**src/hdl/xor_ring_pattern_pixel_assert.svh**
```systemverilog
// Assertion helpers shared by the ring pattern RTL.
`ifndef XOR_RING_PATTERN_PIXEL_ASSERT_SVH
`define XOR_RING_PATTERN_PIXEL_ASSERT_SVH

// Same-cycle implication, checked outside reset.
`define XRP_ASSERT_IMP(lbl, clk, rst, ante, cons, msg) \
  lbl: assert property (@(posedge clk) disable iff (rst) (ante) |-> (cons)) else $error(msg);

// Next-cycle implication, checked outside reset.
`define XRP_ASSERT_NXT(lbl, clk, rst, ante, cons, msg) \
  lbl: assert property (@(posedge clk) disable iff (rst) (ante) |=> (cons)) else $error(msg);

`endif

```
**src/hdl/xrp_pkg.sv**
```systemverilog
`timescale 1ns / 1ps
package xrp_pkg;

  localparam int CFG_BITS = 11;

  localparam logic [1:0] CFG_FRAME_WIDTH  = 2'd0;
  localparam logic [1:0] CFG_FRAME_HEIGHT = 2'd1;
  localparam logic [1:0] CFG_COLOR_STYLE  = 2'd2;

  localparam logic [1:0] STYLE_BLACK   = 2'd0;
  localparam logic [1:0] STYLE_FIXED   = 2'd1;
  localparam logic [1:0] STYLE_TEXTURE = 2'd2;

  localparam logic [23:0] COLOR_HIT  = 24'h003050;
  localparam logic [23:0] COLOR_MISS = 24'h005030;

  localparam logic [CFG_BITS-1:0] RESET_WIDTH  = 11'd1024;
  localparam logic [CFG_BITS-1:0] RESET_HEIGHT = 11'd768;

  // Only the low byte of x, y and t reaches the texture colors.
  typedef struct packed {
    logic [7:0] x;
    logic [7:0] y;
    logic [7:0] t;
  } pix_t;

endpackage

```
**src/hdl/xrp_front.sv**
```systemverilog
`timescale 1ns / 1ps
module xrp_front #(
  parameter int COORD_BITS = 11,
  parameter int MAG_BITS   = 12,
  parameter int SUM_BITS   = 25
) (
  input  logic                            clk,
  input  logic                            rst,
  input  logic                            en,
  input  logic                            valid_in,
  input  logic [COORD_BITS-1:0]           x,
  input  logic [COORD_BITS-1:0]           y,
  input  logic [1:0][COORD_BITS-1:0]      shift_x,
  input  logic [1:0][COORD_BITS-1:0]      shift_y,
  input  logic [7:0]                      t,
  input  logic [xrp_pkg::CFG_BITS-1:0]    frame_width,
  input  logic [xrp_pkg::CFG_BITS-1:0]    frame_height,
  output logic                            valid_out,
  output logic [1:0][SUM_BITS-1:0]        sum,
  output xrp_pkg::pix_t                   pix_out
);
  import xrp_pkg::*;

  localparam int DW = MAG_BITS + 1;

  logic [2:0]                 vld;
  pix_t                       pix_a, pix_b, pix_c;
  logic [1:0][MAG_BITS-1:0]   ax, ay;
  logic [1:0][2*MAG_BITS-1:0] sqx, sqy;
  logic [1:0][MAG_BITS-1:0]   ax_next, ay_next;

  always_comb begin
    logic signed [DW-1:0] xs, ys, hw, hh, dx, dy;
    xs = $signed({{(DW-COORD_BITS){1'b0}}, x});
    ys = $signed({{(DW-COORD_BITS){1'b0}}, y});
    hw = $signed({{(DW-CFG_BITS+1){1'b0}}, frame_width[CFG_BITS-1:1]});
    hh = $signed({{(DW-CFG_BITS+1){1'b0}}, frame_height[CFG_BITS-1:1]});
    for (int j = 0; j < 2; j++) begin
      dx = xs - hw + $signed({{(DW-COORD_BITS){shift_x[j][COORD_BITS-1]}}, shift_x[j]});
      dy = ys - hh + $signed({{(DW-COORD_BITS){shift_y[j][COORD_BITS-1]}}, shift_y[j]});
      if (dx[DW-1]) dx = -dx;
      if (dy[DW-1]) dy = -dy;
      ax_next[j] = dx[MAG_BITS-1:0];
      ay_next[j] = dy[MAG_BITS-1:0];
    end
  end

  always_ff @(posedge clk) begin
    if (rst) begin
      vld <= '0;
    end else if (en) begin
      vld <= {vld[1:0], valid_in};
    end
  end

  // Offsets, then squares, then the sum of squares.
  always_ff @(posedge clk) begin
    if (en) begin
      ax    <= ax_next;
      ay    <= ay_next;
      pix_a <= '{x: x[7:0], y: y[7:0], t: t};
      for (int j = 0; j < 2; j++) begin
        sqx[j] <= ax[j] * ax[j];
        sqy[j] <= ay[j] * ay[j];
        sum[j] <= SUM_BITS'(sqx[j]) + SUM_BITS'(sqy[j]);
      end
      pix_b <= pix_a;
      pix_c <= pix_b;
    end
  end

  assign valid_out = vld[2];
  assign pix_out   = pix_c;

endmodule

```
**src/hdl/xrp_sqrt_cell.sv**
```systemverilog
`timescale 1ns / 1ps
module xrp_sqrt_cell #(
  parameter int ROOT_BITS = 13,
  parameter int SUM_BITS  = 25,
  parameter int STEP      = 0
) (
  input  logic                      clk,
  input  logic                      rst,
  input  logic                      en,
  input  logic                      valid_in,
  input  logic [1:0][SUM_BITS-1:0]  rem_in,
  input  logic [1:0][ROOT_BITS-1:0] root_in,
  input  xrp_pkg::pix_t             pix_in,
  output logic                      valid_out,
  output logic [1:0][SUM_BITS-1:0]  rem_out,
  output logic [1:0][ROOT_BITS-1:0] root_out,
  output xrp_pkg::pix_t             pix_out
);
  import xrp_pkg::*;

  localparam int B  = ROOT_BITS - 1 - STEP;
  localparam int TW = SUM_BITS + 2;

  logic [1:0][SUM_BITS-1:0]  rem_next;
  logic [1:0][ROOT_BITS-1:0] root_next;

  // Try to set root bit B: subtract (root << (B+1)) + 4^B when it fits.
  always_comb begin
    logic [TW-1:0] trial;
    for (int j = 0; j < 2; j++) begin
      trial = (TW'(root_in[j]) << (B + 1)) + (TW'(1) << (2 * B));
      if ({2'b00, rem_in[j]} >= trial) begin
        rem_next[j]  = SUM_BITS'({2'b00, rem_in[j]} - trial);
        root_next[j] = root_in[j] | (ROOT_BITS'(1) << B);
      end else begin
        rem_next[j]  = rem_in[j];
        root_next[j] = root_in[j];
      end
    end
  end

  always_ff @(posedge clk) begin
    if (rst) begin
      valid_out <= 1'b0;
    end else if (en) begin
      valid_out <= valid_in;
    end
  end

  always_ff @(posedge clk) begin
    if (en) begin
      rem_out  <= rem_next;
      root_out <= root_next;
      pix_out  <= pix_in;
    end
  end

endmodule

```
**src/hdl/xrp_mod_cell.sv**
```systemverilog
`timescale 1ns / 1ps
module xrp_mod_cell #(
  parameter int ROOT_BITS = 13,
  parameter int PER_BITS  = 7,
  parameter int STEP      = 0
) (
  input  logic                      clk,
  input  logic                      rst,
  input  logic                      en,
  input  logic [PER_BITS-1:0]       period,
  input  logic                      valid_in,
  input  logic [1:0][ROOT_BITS-1:0] dist_in,
  input  logic [1:0][ROOT_BITS-1:0] rem_in,
  input  xrp_pkg::pix_t             pix_in,
  output logic                      valid_out,
  output logic [1:0][ROOT_BITS-1:0] dist_out,
  output logic [1:0][ROOT_BITS-1:0] rem_out,
  output xrp_pkg::pix_t             pix_out
);
  import xrp_pkg::*;

  localparam int BIT = ROOT_BITS - 1 - STEP;

  logic [1:0][ROOT_BITS-1:0] rem_next;

  // Shift in one dividend bit; subtract the period when it fits.
  // A zero period always fits, so the dividend passes through.
  always_comb begin
    logic [ROOT_BITS:0] trial;
    for (int j = 0; j < 2; j++) begin
      trial = {rem_in[j], dist_in[j][BIT]};
      if (trial >= (ROOT_BITS + 1)'(period)) begin
        trial = trial - (ROOT_BITS + 1)'(period);
      end
      rem_next[j] = trial[ROOT_BITS-1:0];
    end
  end

  always_ff @(posedge clk) begin
    if (rst) begin
      valid_out <= 1'b0;
    end else if (en) begin
      valid_out <= valid_in;
    end
  end

  always_ff @(posedge clk) begin
    if (en) begin
      dist_out <= dist_in;
      rem_out  <= rem_next;
      pix_out  <= pix_in;
    end
  end

endmodule

```
**src/hdl/xor_ring_pattern_pixel.sv**
```systemverilog
`timescale 1ns / 1ps
// Two-ring XOR pattern generator, one pixel color per request.
// Input channel: in_valid / in_stall with pixel_x, pixel_y, the two center
// shifts and time_step. Output channel: out_valid / out_stall with
// pixel_color (RGB888, red in 23:16). A request moves when valid is high
// and stall is low at a rising edge.
// Configuration: cfg_write with cfg_index (0 width, 1 height, 2 style) and
// cfg_data; write only while no request is in flight.
// Throughput: one request per cycle while in_stall is low. A request passes
// through 3 front stages (offset, square, sum), R square-root cells, R modulo
// cells and the color register, where R = max(COORD_BITS, 11) + 2 is the
// root width.
// When the receiver stalls, the held color stays in the output register and
// the next finished color drops into a one-entry skid register; only when
// the skid is full does in_stall rise and the whole cell chain hold.
// Synchronous reset empties the chain and skid and loads width 1024,
// height 768 and the two-color style.
module xor_ring_pattern_pixel #(
  parameter int COORD_BITS = 11
) (
  input  logic                          clk,
  input  logic                          rst,
  input  logic                          in_valid,
  output logic                          in_stall,
  input  logic [COORD_BITS-1:0]         pixel_x,
  input  logic [COORD_BITS-1:0]         pixel_y,
  input  logic signed [COORD_BITS-1:0]  first_shift_x,
  input  logic signed [COORD_BITS-1:0]  first_shift_y,
  input  logic signed [COORD_BITS-1:0]  second_shift_x,
  input  logic signed [COORD_BITS-1:0]  second_shift_y,
  input  logic [7:0]                    time_step,
  output logic                          out_valid,
  input  logic                          out_stall,
  output logic [23:0]                   pixel_color,
  input  logic                          cfg_write,
  input  logic [1:0]                    cfg_index,
  input  logic [xrp_pkg::CFG_BITS-1:0]  cfg_data
);
  import xrp_pkg::*;
  `include "xor_ring_pattern_pixel_assert.svh"

  // Offset magnitude bound: pixel below 2^COORD_BITS plus half width below 2^10.
  localparam int DBITS     = (COORD_BITS > CFG_BITS) ? COORD_BITS : CFG_BITS;
  localparam int MAG_BITS  = DBITS + 1;
  localparam int SUM_BITS  = 2 * MAG_BITS + 1;
  localparam int ROOT_BITS = MAG_BITS + 1;
  localparam int PER_BITS  = CFG_BITS - 4;
  localparam int THR_BITS  = CFG_BITS - 5;

  logic [CFG_BITS-1:0] frame_width, frame_height;
  logic [1:0]          color_style;

  // Configuration registers.
  always_ff @(posedge clk) begin
    if (rst) begin
      frame_width  <= RESET_WIDTH;
      frame_height <= RESET_HEIGHT;
      color_style  <= STYLE_FIXED;
    end else if (cfg_write) begin
      unique case (cfg_index)
        CFG_FRAME_WIDTH:  frame_width  <= cfg_data;
        CFG_FRAME_HEIGHT: frame_height <= cfg_data;
        CFG_COLOR_STYLE:  color_style  <= cfg_data[1:0];
        default: ;
      endcase
    end
  end

  logic [PER_BITS-1:0] period;
  logic [THR_BITS-1:0] threshold;
  assign period    = frame_width[CFG_BITS-1:4];
  assign threshold = frame_width[CFG_BITS-1:5];

  // Chain advances whenever the skid register is empty.
  logic skid_full;
  logic en;
  assign en       = !skid_full;
  assign in_stall = skid_full;

  logic                     f_valid;
  logic [1:0][SUM_BITS-1:0] f_sum;
  pix_t                     f_pix;

  xrp_front #(
    .COORD_BITS(COORD_BITS),
    .MAG_BITS  (MAG_BITS),
    .SUM_BITS  (SUM_BITS)
  ) u_front (
    .clk         (clk),
    .rst         (rst),
    .en          (en),
    .valid_in    (in_valid),
    .x           (pixel_x),
    .y           (pixel_y),
    .shift_x     ({second_shift_x, first_shift_x}),
    .shift_y     ({second_shift_y, first_shift_y}),
    .t           (time_step),
    .frame_width (frame_width),
    .frame_height(frame_height),
    .valid_out   (f_valid),
    .sum         (f_sum),
    .pix_out     (f_pix)
  );

  // Square-root cells: one root bit each, both centers side by side.
  logic                      sq_valid [ROOT_BITS+1];
  logic [1:0][SUM_BITS-1:0]  sq_rem   [ROOT_BITS+1];
  logic [1:0][ROOT_BITS-1:0] sq_root  [ROOT_BITS+1];
  pix_t                      sq_pix   [ROOT_BITS+1];

  assign sq_valid[0] = f_valid;
  assign sq_rem[0]   = f_sum;
  assign sq_root[0]  = '0;
  assign sq_pix[0]   = f_pix;

  for (genvar k = 0; k < ROOT_BITS; k++) begin : g_sqrt
    xrp_sqrt_cell #(
      .ROOT_BITS(ROOT_BITS),
      .SUM_BITS (SUM_BITS),
      .STEP     (k)
    ) u_cell (
      .clk      (clk),
      .rst      (rst),
      .en       (en),
      .valid_in (sq_valid[k]),
      .rem_in   (sq_rem[k]),
      .root_in  (sq_root[k]),
      .pix_in   (sq_pix[k]),
      .valid_out(sq_valid[k+1]),
      .rem_out  (sq_rem[k+1]),
      .root_out (sq_root[k+1]),
      .pix_out  (sq_pix[k+1])
    );
  end

  // Modulo cells: restoring division of the distance by the ring period.
  logic                      md_valid [ROOT_BITS+1];
  logic [1:0][ROOT_BITS-1:0] md_dist  [ROOT_BITS+1];
  logic [1:0][ROOT_BITS-1:0] md_rem   [ROOT_BITS+1];
  pix_t                      md_pix   [ROOT_BITS+1];

  assign md_valid[0] = sq_valid[ROOT_BITS];
  assign md_dist[0]  = sq_root[ROOT_BITS];
  assign md_rem[0]   = '0;
  assign md_pix[0]   = sq_pix[ROOT_BITS];

  for (genvar k = 0; k < ROOT_BITS; k++) begin : g_mod
    xrp_mod_cell #(
      .ROOT_BITS(ROOT_BITS),
      .PER_BITS (PER_BITS),
      .STEP     (k)
    ) u_cell (
      .clk      (clk),
      .rst      (rst),
      .en       (en),
      .period   (period),
      .valid_in (md_valid[k]),
      .dist_in  (md_dist[k]),
      .rem_in   (md_rem[k]),
      .pix_in   (md_pix[k]),
      .valid_out(md_valid[k+1]),
      .dist_out (md_dist[k+1]),
      .rem_out  (md_rem[k+1]),
      .pix_out  (md_pix[k+1])
    );
  end

  // Ring bits, XOR, and the color style.
  logic        last_valid;
  logic        hit;
  logic [23:0] color;
  pix_t        lp;

  assign last_valid = md_valid[ROOT_BITS];
  assign lp         = md_pix[ROOT_BITS];
  assign hit = (md_rem[ROOT_BITS][0] > ROOT_BITS'(threshold))
             ^ (md_rem[ROOT_BITS][1] > ROOT_BITS'(threshold));

  always_comb begin
    logic [7:0] r, g, b;
    r = lp.y ^ (lp.x + lp.t);
    g = lp.x ^ (lp.y + lp.t);
    b = (lp.x - lp.t) ^ lp.y;
    unique case (color_style)
      STYLE_FIXED:   color = hit ? COLOR_HIT : COLOR_MISS;
      STYLE_TEXTURE: color = hit ? ~{r, g, b} : {r, g, b};
      default:       color = '0;
    endcase
  end

  // Output register plus one-entry skid.
  logic [23:0] skid_color;
  logic        out_take;
  assign out_take = out_valid && !out_stall;

  always_ff @(posedge clk) begin
    if (rst) begin
      out_valid <= 1'b0;
      skid_full <= 1'b0;
    end else if (skid_full) begin
      if (!out_stall) begin
        skid_full <= 1'b0;
      end
    end else if (last_valid) begin
      if (!out_valid || out_take) begin
        out_valid <= 1'b1;
      end else begin
        skid_full <= 1'b1;
      end
    end else if (out_take) begin
      out_valid <= 1'b0;
    end
  end

  always_ff @(posedge clk) begin
    if (skid_full) begin
      if (!out_stall) begin
        pixel_color <= skid_color;
      end
    end else if (last_valid) begin
      if (!out_valid || out_take) begin
        pixel_color <= color;
      end else begin
        skid_color <= color;
      end
    end
  end

  `XRP_ASSERT_IMP(a_skid_has_out, clk, rst, skid_full, out_valid, "skid full without output")
  `XRP_ASSERT_NXT(a_skid_fills, clk, rst, last_valid && !skid_full && out_valid && out_stall, skid_full, "finished color lost while output stalled")
  `XRP_ASSERT_NXT(a_skid_drains, clk, rst, skid_full && !out_stall, !skid_full && out_valid, "skid failed to drain")

endmodule
```
**config.mk**
```make
export PLATFORM = sky130hd
export DESIGN_NAME = xor_ring_pattern_pixel
export DESIGN_NICKNAME = d
export VERILOG_FILES = /design/src/hdl/xrp_pkg.sv /design/src/hdl/xrp_front.sv /design/src/hdl/xrp_sqrt_cell.sv /design/src/hdl/xrp_mod_cell.sv /design/src/hdl/xor_ring_pattern_pixel.sv
export VERILOG_INCLUDE_DIRS = /design/src /design/src/hdl
export SDC_FILE = /design/constraint.sdc
export NUM_CORES = 2
export LEC_CHECK = 0
export ABC_CLOCK_PERIOD_IN_PS = 59500
export BUFFER_PORTS_ARGS = -buffer_cell sky130_fd_sc_hd__buf_2
export CAP_MARGIN = 20
export CORE_ASPECT_RATIO = 0.5
export CORE_MARGIN = 4
export CORE_UTILIZATION = 40
export CTS_CLUSTER_DIAMETER = 120
export CTS_CLUSTER_SIZE = 16
export DETAILED_ROUTE_END_ITERATION = 12
export GPL_TIMING_DRIVEN = 0
export MAX_ROUTING_LAYER = met4
export SYNTH_ARGS = -nofsm -noshare
export SYNTH_HDL_FRONTEND = slang
export SYNTH_SLANG_ARGS = --single-unit
```
**constraint.sdc**
```tcl
create_clock -name clk -period 59.5 [get_ports clk]
set_clock_uncertainty 0.2 [all_clocks]
set_input_delay 2.975 -clock clk [delete_from_list [all_inputs] [get_ports clk]]
set_output_delay 2.975 -clock clk [all_outputs]
set_load 0.05 [all_outputs]
```
==> results.md <==
* Worst setup SP type: input pin
* Final Setup Violations at 0
* Max frequency at between 100 and 150 MHz
* Multiplexer share of the synthesized area at less than 1%
* Synth area leaders: edfxtp_1, ha_1, fa_1, inv_1, xnor2_1
* Synthesis-to-layout area growth at 9.24%
* Period minus WS final at about 7700 ps
* Yosys top cell by area: edfxtp_1
* Ports at 118
* Relative slew slack at 29.4%
* Hold violation count in the final report at 0
* Cells resized by post-CTS repair at 0
* Pins Over Slew Limit at 0
* CP max FO at 7
* Synth cell types at 89
* CP Data Arrival Time at 7940 ps
* Share of layout cells above drive strength 1 at 5.08%
* Synth Area in XOR/XNOR at under 10%
* Post-CTS setup buffer count at 0
* Vias/cell at 4.93
* First-pass GRT wire length at 339000 um
* Worst reg2reg setup slack at 52590 ps
* Worst hold slack at ~170 ps
* Number of remaining DRC errors at 0
* CTS Buf Count at 167
* Vias in the first global route at 65886
* Total Routing Usage GR at between 10% and 20%
* Setup TNS at 0 ps
* Flip-flop and latch area at 67100 sq um
* Core area at 287000 sq um
* WP data required at approximately 60000 ps
* Fill cell count at 25967
* Ratio of final minimum period to clock period at 12.9%
* Yosys warning total at 0
* Cells after synthesis at 9085
* Worst setup EP type: register
* Placed wire-length estimate at 155000 um
* Synth Area in Compound Gates at 7.96%
* DRT antenna net count at 0
* Initial drt markers at 4101
* H-Tree Depth at 4
* EDFF count, synth at 2198
* Initial Utilization at 40.3%
* Multi-input logic area at ~44000 sq um
* Worst-margin pin slew at 1060 ps
* Max clock buf depth at 4
* Mapped cell area at 116000 sq um
* Final Wtd Congestion at 0.860
* Antenna violations before repair at 16
* Status: complete, no violations
* Die X at roughly 770 um
* Vias at 65792
* Wire per inst at between 15 and 20 um
* Row cnt at 139
* Clk sinks at between 2000 and 2500
* Synth Register Bits at 2251
* PortBufs at about 120
* Avg Inst Size Synth at 12.7 sq um
* RSZ-0062 raised after global routing: false
* Worst Hold Class: reg -> reg
* Die Y at 388 um
* Root buffer cell: clkbuf_16
* Later-pin clock latency in the skew report at 840 ps
* Post-synth ARST share at 0%
* CTS tree: yes
* Largest family of logic cells by synthesized area: adder cells
* Max Cap Viol at 0
* Simple-gate area share of the yosys netlist at roughly a tenth
* TritonRoute pass-1 iters at 8
* Die area at 299000 sq um
* Clk slew on worst S/H paths at 70 ps
* Pin count of the biggest net entering global routing at 112
* Post-CTS Hold Buffers at 0
* Nets at 10606
* Post-synthesis adder-cell area fraction at about 14%
* Prevailing post-synth register cell: edfxtp_1
* Post-synthesis sequential area ratio at between 50 and 60%
* DRT Wirelength at 209000 um
* Grt ovf at 0
* Post-synth top area share at 57.0%
* Kind of critical path: in -> reg
cell type report:
| type | count | area share, % |
|---|---|---|
| multi-input combinational | 5593 | 34.8 |
| clock inverter | 7 | 0.0613 |
| buffer | 157 | 0.493 |
| clock buffer | 213 | 3.49 |
| tap | 3877 | 3.84 |
| timing repair buffer | 145 | 1.04 |
| antenna | 7 | 0.0138 |
| inverter | 1085 | 3.22 |
| sequential | 2251 | 53.0 |
final timing paths:
kind | from | endpoint | cells after the start
max | pixel_x[0] | u_front.ax[11] | 20
min | u_front.pix_out[3] | g_sqrt[0].u_cell.pix_out[3] | 0
max reg2reg | u_front.ay[7] | u_front.sqy[23] | 21
min reg2reg | u_front.pix_out[3] | g_sqrt[0].u_cell.pix_out[3] | 0
synthesized netlist by cell type, types with 120 or more instances:
cell type	count
o21a_1	120
nor3_1	167
ha_1	753
and2_1	181
fa_1	361
a21o_1	137
nor2_1	601
edfxtp_1	2198
nand2_1	467
clkbuf_1	136
xor2_1	174
xnor2_1	440
nand3_1	146
a21oi_1	470
o21ai_0	358
inv_1	1082
layer usage:
metal | track usage, % | up-vias | share of wire, % | wire, um
li1 | - | 32987 | - | -
met1 | 18.3 | 31598 | 46 | 95000
met2 | 23.8 | 851 | 48 | 100000
met3 | 1.72 | 356 | 3.1 | 6430
met4 | 4.53 | 0 | 3.4 | 7140
met5 | - | - | 0 | 0
through the flow:
step	setup slack, ps	cell area, sq um	utilization, %	instances
after floorplan	3440	116000	-	9086
after detailed placement	51180	122000	42.4	13108
after global placement	-17050	121000	42.2	13079
after global routing	51660	126000	44.0	13334
after CTS	52010	126000	44.0	13328
final	51820	126000	44.0	13335
critical path: stages:
cell,delay (ps)
buf_2,130
inv_1,60
ha_1,270
inv_1,80
fa_1,410
a21o_1,180
a21oi_1,220
o21ai_0,120
a21oi_1,220
o21ai_0,130
a21oi_1,280
nor3_1,80
nor4_1,660
ha_1,360
buf_2,160
mux2i_1,120
a311oi_1,300
o311a_1,270
a31oi_1,110
xnor2_1,780
layout by cell type, fill, tap and decap left out, types with 181 or more instances in the layout:
| cell | synthesis | layout |
|---|---|---|
| a21oi_1 | 470 | 470 |
| and2_1 | 181 | 181 |
| edfxtp_1 | 2198 | 2198 |
| fa_1 | 361 | 361 |
| ha_1 | 753 | 753 |
| inv_1 | 1082 | 1078 |
| nand2_1 | 467 | 467 |
| nor2_1 | 601 | 601 |
| o21ai_0 | 358 | 358 |
| xnor2_1 | 440 | 440 |
state kept, by name, summed over array words and instances (netlist names):
name	cells
u_front.ay	24
frame_width	10
g_mod.u_cell.valid_out	13
u_front.sum	50
u_front.pix_a	24
u_front.vld	3
g_mod.u_cell.rem_out	328
g_mod.u_cell.dist_out	156
u_front.pix_b	24
u_front.pix_out	24
g_sqrt.u_cell.rem_out	600
u_front.ax	24
skid_color	23
pixel_color	23
out_valid	1
in_stall	1
g_sqrt.u_cell.root_out	182
color_style	2
g_sqrt.u_cell.valid_out	13
u_front.sqy	46
g_mod.u_cell.pix_out	312
frame_height	10
g_sqrt.u_cell.pix_out	312
u_front.sqx	46
kinds of logic (layout without fill, tap and decap cells):
logic type / count (synthesis) / in the layout
fa+ha+maj: 1114 / 1114
flops: 2251 / 2251
xor+xnor: 618 / 618
other cells: 1 / 9
mux: 102 / 102
buf+inv: 1242 / 1607
simple gates: 2279 / 2279
compound gates: 1478 / 1478
Power is left out: the tool's default activity adds up to more than one toggle a clock period on the data nets, which glitch-free logic cannot reach.
